$ cat config.mk
export PLATFORM = sky130hd
export DESIGN_NAME = sia_cell
export DESIGN_NICKNAME = d
export VERILOG_FILES = /design/src/hdl/signed_integer_alu64_macros.svh /design/src/hdl/sia_pkg.sv /design/src/hdl/sia_cell.sv
export SDC_FILE = /design/constraint.sdc
export NUM_CORES = 1
export LEC_CHECK = 0
export BUFFER_PORTS_ARGS = -buffer_cell sky130_fd_sc_hd__buf_2
export CORE_MARGIN = 4
export CORE_UTILIZATION = 50
export DETAILED_ROUTE_END_ITERATION = 6
export PLACE_DENSITY = 0.86
export REMOVE_ABC_BUFFERS = 1
export SETUP_SLACK_MARGIN = 0.2
export SYNTH_ARGS = -nofsm -noshare
export SYNTH_HDL_FRONTEND = slang
export SYNTH_SLANG_ARGS = --single-unit
$ cat constraint.sdc
create_clock -name i_clk -period 5.8 [get_ports i_clk]
set_clock_uncertainty 0.15 [all_clocks]
set_input_delay 0.58 -clock i_clk [delete_from_list [all_inputs] [get_ports i_clk]]
set_output_delay 0.58 -clock i_clk [all_outputs]
set_load 0.005 [all_outputs]
$ cat src/hdl/signed_integer_alu64_macros.svh
// Assertion macros for the signed integer ALU.
`ifndef SIGNED_INTEGER_ALU64_MACROS_SVH
`define SIGNED_INTEGER_ALU64_MACROS_SVH
`ifndef ASSERT_OFF
// Checked on every clock edge outside reset.
`define SIA_ASSERT(lbl, prop, msg) \
    lbl: assert property (@(posedge i_clk) disable iff (!i_rst_n) prop) else $error(msg);
// Checked on every clock edge, reset included.
`define SIA_ASSERT_ALWAYS(lbl, prop, msg) \
    lbl: assert property (@(posedge i_clk) prop) else $error(msg);
`else
`define SIA_ASSERT(lbl, prop, msg)
`define SIA_ASSERT_ALWAYS(lbl, prop, msg)
`endif
`endif

$ cat src/hdl/sia_pkg.sv
package sia_pkg;

    typedef enum logic [4:0] {
        OP_MUL    = 5'd0,
        OP_DIV    = 5'd1,
        OP_MOD    = 5'd2,
        OP_ADD    = 5'd3,
        OP_SUB    = 5'd4,
        OP_SHL    = 5'd5,
        OP_SAR    = 5'd6,
        OP_SHR    = 5'd7,
        OP_AND    = 5'd8,
        OP_XOR    = 5'd9,
        OP_OR     = 5'd10,
        OP_LT     = 5'd11,
        OP_GT     = 5'd12,
        OP_LE     = 5'd13,
        OP_GE     = 5'd14,
        OP_EQ     = 5'd15,
        OP_NE     = 5'd16,
        OP_LAND   = 5'd17,
        OP_LOR    = 5'd18,
        OP_BITNOT = 5'd19,
        OP_LNOT   = 5'd20,
        OP_NEG    = 5'd21,
        OP_POS    = 5'd22
    } t_op;

    typedef enum logic [1:0] {
        ST_OK    = 2'd0,
        ST_DIV0  = 2'd1,
        ST_SHIFT = 2'd2
    } t_status;

    // What the cell chain does with a transaction.
    typedef enum logic [1:0] {
        K_PASS = 2'd0,
        K_MUL  = 2'd1,
        K_DIV  = 2'd2,
        K_MOD  = 2'd3
    } t_kind;

    typedef struct packed {
        logic    vld;
        t_kind   kind;
        logic    neg;   // negate the final quotient / remainder
        t_status st;
    } t_ctl;

endpackage

$ cat src/hdl/sia_cell.sv
// One step of shift-add multiply or restoring divide; other transactions pass through.
// mul: r = accumulator, d = multiplicand, x = multiplier
// div: r = partial remainder, d = divisor, x = dividend -> quotient
module sia_cell #(
    parameter int W = 64
) (
    input  logic          i_clk,
    input  logic          i_rst_n,
    input  logic          i_en,
    input  sia_pkg::t_ctl i_ctl,
    input  logic [W-1:0]  i_r,
    input  logic [W-1:0]  i_d,
    input  logic [W-1:0]  i_x,
    output sia_pkg::t_ctl o_ctl,
    output logic [W-1:0]  o_r,
    output logic [W-1:0]  o_d,
    output logic [W-1:0]  o_x
);

    sia_pkg::t_ctl r_ctl;
    logic [W-1:0]  r_r, r_d, r_x;
    logic [W-1:0]  n_r, n_d, n_x;
    logic [W:0]    w_t, w_diff;
    logic          w_ge;

    assign w_t    = {i_r, i_x[W-1]};
    assign w_diff = w_t - {1'b0, i_d};
    assign w_ge   = (w_t >= {1'b0, i_d});

    always_comb begin
        unique case (i_ctl.kind)
            sia_pkg::K_MUL: begin
                n_r = i_x[0] ? (i_r + i_d) : i_r;
                n_d = i_d << 1;
                n_x = i_x >> 1;
            end
            sia_pkg::K_DIV, sia_pkg::K_MOD: begin
                n_r = w_ge ? w_diff[W-1:0] : w_t[W-1:0];
                n_d = i_d;
                n_x = {i_x[W-2:0], w_ge};
            end
            sia_pkg::K_PASS: begin
                n_r = i_r;
                n_d = i_d;
                n_x = i_x;
            end
            default: begin
                n_r = i_r;
                n_d = i_d;
                n_x = i_x;
            end
        endcase
    end

    always_ff @(posedge i_clk) begin
        if (!i_rst_n) begin
            r_ctl <= '0;
        end else if (i_en) begin
            r_ctl <= i_ctl;
        end
    end

    always_ff @(posedge i_clk) begin
        if (i_en) begin
            r_r <= n_r;
            r_d <= n_d;
            r_x <= n_x;
        end
    end

    assign o_ctl = r_ctl;
    assign o_r   = r_r;
    assign o_d   = r_d;
    assign o_x   = r_x;

endmodule

### Word-level counts from Yosys, hierarchy flattened

Index checks and enable logic that the tools add are counted.

* memory bits (read-only): 0
* bits in registers: 198
* memories kept: 0
* word-level logic and storage cells: 21
* output and inout bits: 198
* bits in writable memories: 0
* latch bits: 0

* order comparisons: 1
* reduce and logical (&&, ||, !) cells: 3
* mux-type cells: 5
* equality and inequality tests: 3
* add/subtract/negate cells: 2
* divide/modulo/power cells: 0
* bitwise operators: 0
* shift-type cells: 0
* $mul: 0

Operators with widths (number)
* 64-bit case mux with 3 select lines: 2
* 64-bit two-way mux: 2
* 64-bit case mux with 2 select lines: 1
* 65-bit by 64-bit >= comparator with 1-bit output: 1
* 64-bit adder: 1
* 64-bit subtractor: 1
* 2-bit equality test, second input constant: 2
* 3-bit OR reduction: 1
* 2-bit by 1-bit equality test with 1-bit output, second input constant: 1
* 2-bit logical NOT: 1
* 2-bit OR reduction: 1

### Logic depth before layout (Yosys ltp)

* depth after elaboration: 3
* gate-level depth with buffers: 18

### Worst setup path after synthesis

OpenSTA, ideal clock, no wires.

* path kind: in2reg
* start: in i_d[40]
* end: reg r_r[59], in the netlist o_r[59] (data pin)
* arrival time: 3.426 ns
* setup slack: 2.034 ns
* library setup time: 0.190 ns
* path buffers: 1
* stages on the path: 15
* cell sequence: inv_1 > ha_1 > clkbuf_1 > nand4_1 > or3_1 > or2_2 > nor2_1 > nor3_1 > o31ai_1 > nor2_1 > o21ai_1 > o31ai_1 > a21boi_1 > mux2_1 > a2111oi_2

* word-level cells in the longest chain between the ends: 3
* elaborated cells on any way between the ends: 6

RTL lines
* start: declaration: RTL line sia_cell.sv:12 `input logic [W-1:0] i_d,`
* 64-bit subtractor (tied with other cells): RTL line sia_cell.sv:27 `assign w_diff = w_t - {1'b0, i_d};`
* 64-bit two-way mux (on tied branches): RTL line sia_cell.sv:38, sia_cell.sv:33
* 64-bit case mux with 3 select lines (*): RTL line sia_cell.sv:31 `unique case (i_ctl.kind)`
* named net n_r[59]: RTL line sia_cell.sv:22 `logic [W-1:0] n_r, n_d, n_x;`
* end signal: assignment: RTL line sia_cell.sv:65 `r_r <= n_r;`
* end: declaration: RTL line sia_cell.sv:21 `logic [W-1:0] r_r, r_d, r_x;`

The timed path passes the listed nets; every way through them passes the cells marked *.
A chain may end at the register's enable or synchronous reset.

### Worst setup path after layout

* start: in i_d[1]
* end: reg r_r[20], in the netlist o_r[20] (data pin)

Same word-level chain as after synthesis.

==> results.toml <==
[clock_tree]
clk_pin_slew_ps = 100
ctsResizeCount = 0
postCtsSetupBuffers = 0
clk_path_buf_depth = 2
cts_tree = "yes"
cts.sinks = 198
hold_buffers = 0
numCtsBuffers = 17
root_buffer = "clkbuf_16"
htreeDepth = 4
clkLatencyLatePin_ps = 470

[placed_design]
placed_cells = 2790
gp_congestion = 0.9705
port_buffers = 398
hpwl_mm = 47.02

[route]
via_count = 17400
drtIter0Drc = 1852
wl_mm = 60.82
drc = 1
wl_per_cell_um = 21.52
drtPass1Iterations = 7
post_drt_via_cell_ratio = 6.155
ant_nets = 0

[flow_run]
drv_cap = 0

[floorplan]
pin_count = 399
die_h_um = 194.0
die_w_um = 194.0
core_area_um2 = 33780
dieArea_um2 = 37620
rows = 67
initial_utilization_pct = 51.18

[critical_path]
crit_slowest_cell = "nand2b_1"
worstPathArrival_ps = 4490
rr_worst_depth = 2
crit_fanout = 50
path_cells = "buf_2 -> inv_1 -> ha_1 -> nor2b_1 -> o31ai_1 -> a21o_1 -> o211a_1 -> o21a_1 -> o21a_1 -> a31o_2 -> o211a_4 -> nand2b_1 -> o21ai_0 -> a221o_1"
cp.required_ps = 5890
critPathLaunchType = "input pin"
cpMostUsedCell = "o21a_1"
critPathMaxStageDelay_ps = 650
cp-end-kind = "flop"
criticalPathCategory = "input pin to flop"

[yosys]
syn-cell-area_um2 = 17290
synth_top_area_share_pct = 33.35
synth-main-ff-cell = "edfxtp_1"
ys_top_cells_by_area = "edfxtp_1 (33%), ha_1 (9.2%), o21ai_0 (7.3%)"
synth_edf_count = 192
ys_types = 83
synth.avg_cell_area_um2 = 8.450
synth_area_leader_cell = "edfxtp_1"
ys_seq_area_share_pct = 34.04
yosys_warnings = 0
synthCells = 2046
synthArstFlopShare_pct = 0
ys_ff_latch = 198

[timing]
fmax_mhz = 227.6
finalSetupViolCount = 0
final-hold-violation-count = 0
slew_viol_final = 0
rsz0062_at_grt = "no"
worstMarginPinSlew_ps = 1029
relSlewSlack_pct = 31.43
min_period_over_period_pct = 75.77
fin_crit_ps = 4394

[min_path]
hold_path.class = "input pin to flop"
hold_depth = 3

[global_route]
grt_antenna_before_repair = 8
grt_usage_pct = 30.97
first_global_vias = 16630
grt_max_degree = 127
grt-ovfl-total = 0
grt_pass1_wl_mm = 93.58

[status]
status = "complete, but fails checks"
violations = "design-rule violations"

[finish]
nNetsFinal = 2691
finalNonFillerCells = 2826
final_cell_mix = "buf_2 (395), nand2_1 (294), o21ai_0 (252)"
area_growth_pct = 16.38
utilization_pct = 59.56
layout_commonest_cell = "buf_2"
drive_above_1_share_pct = 19.88
fillers = 2995

[power_and_ir_drop]
power_leakage_nw = 8.862
power_density_nw_per_um2 = 234.7
ir_worst_vdd_mv = 0.2417
[critical path: cells and delay by family]
family | cells | cell delay [ps]
adder cells (fa/ha/maj) | 1 | 300
buffers and inverters | 2 | 220
AND/OR/NAND/NOR | 2 | 800
AO/OA/AOI/OAI | 9 | 2570
[kinds of logic after synthesis]
kind of cell	after synthesis	synth area share (%)
buffers and inverters	234	5.500
adder cells (fa/ha/maj)	129	9.422
multiplexers	77	4.472
flip-flops	198	34.04
AND/OR/NAND/NOR	584	15.13
XOR/XNOR	114	5.775
AO/OA/AOI/OAI	710	25.66
[per-stage QoR]
step | instance area (µm²) | power [W] | hold WS (ps) | setup TNS (ps) | setup WS (ps)
floorplan | 16780 | 0.002794 | 357.3 | -8596 | -652.6
global placement | 19500 | 0.003416 | 340.7 | 0 | 1031
detailed placement | 19500 | 0.003438 | 356.2 | 0 | 935.5
CTS | 20110 | 0.004716 | 200.1 | 0 | 1458
global route | 20120 | 0.004973 | 245.8 | 0 | 1084
finish | 20120 | 0.004723 | 218.9 | 0 | 1406
[metal layers]
metal / global-route usage, % / vias up / share of wire, %
li1: - / 8166 / -
met1: 39.39 / 8114 / 40
met2: 52.78 / 937 / 48
met3: 5.943 / 166 / 8.6
met4: 11.17 / 12 / 3.5
met5: 0 / - / 0.12
[synthesized netlist by cell type (all sizes together), types with 18 or more instances]
library cell / instances
buf: 33
inv: 117
a21oi: 169
a21o: 61
nor2: 108
o21bai: 24
clkbuf: 84
o21a: 18
xor2: 46
mux2i: 75
xnor2: 68
nand2: 295
ha: 127
nor3: 26
nand3: 28
edfxtp: 192
nand4: 39
a31oi: 21
a222oi: 26
nor2b: 22
o21ai: 266
[path summary, 6_finish.rpt]
kind                               from                     to  slack [ps]
setup / recovery                 i_d[1]      o_r[20]$_DFFE_PP_        1410
hold / removal                 i_ctl[0]  o_ctl[0]$_SDFFE_PN0P_         220
setup reg to reg  o_ctl[3]$_SDFFE_PN0P_  o_ctl[3]$_SDFFE_PN0P_        4980
hold reg to reg   o_ctl[0]$_SDFFE_PN0P_  o_ctl[0]$_SDFFE_PN0P_         370
[state kept, by name (all words and copies together), names as in the netlist]
| name | cells |
|---|---|
| o_d | 64 |
| o_r | 64 |
| o_x | 64 |
| o_ctl | 6 |
[area by class of cell]
class	instances	area (µm²)	area share, %
Inverter	117	439.2	2.183
Clock buffer	18	429.2	2.133
Tap cell	448	560.5	2.786
Clock inverter	14	180.2	0.8954
Sequential cell	198	5886	29.25
Multi-Input combinational cell	1614	10480	52.10
Antenna cell	4	10.01	0.04975
Timing Repair Buffer	413	2135	10.61
[where the power goes]
group / switching [W] / internal (W) / total (W) / leakage, nW
Clock: 0.000654 / 0.000623 / 0.00128 / 0.298
Sequential: 0.0000520 / 0.00176 / 0.00181 / 1.92
Combinational: 0.000990 / 0.000645 / 0.00163 / 6.64
No activity file was read; power rests on OpenSTA's default activity.
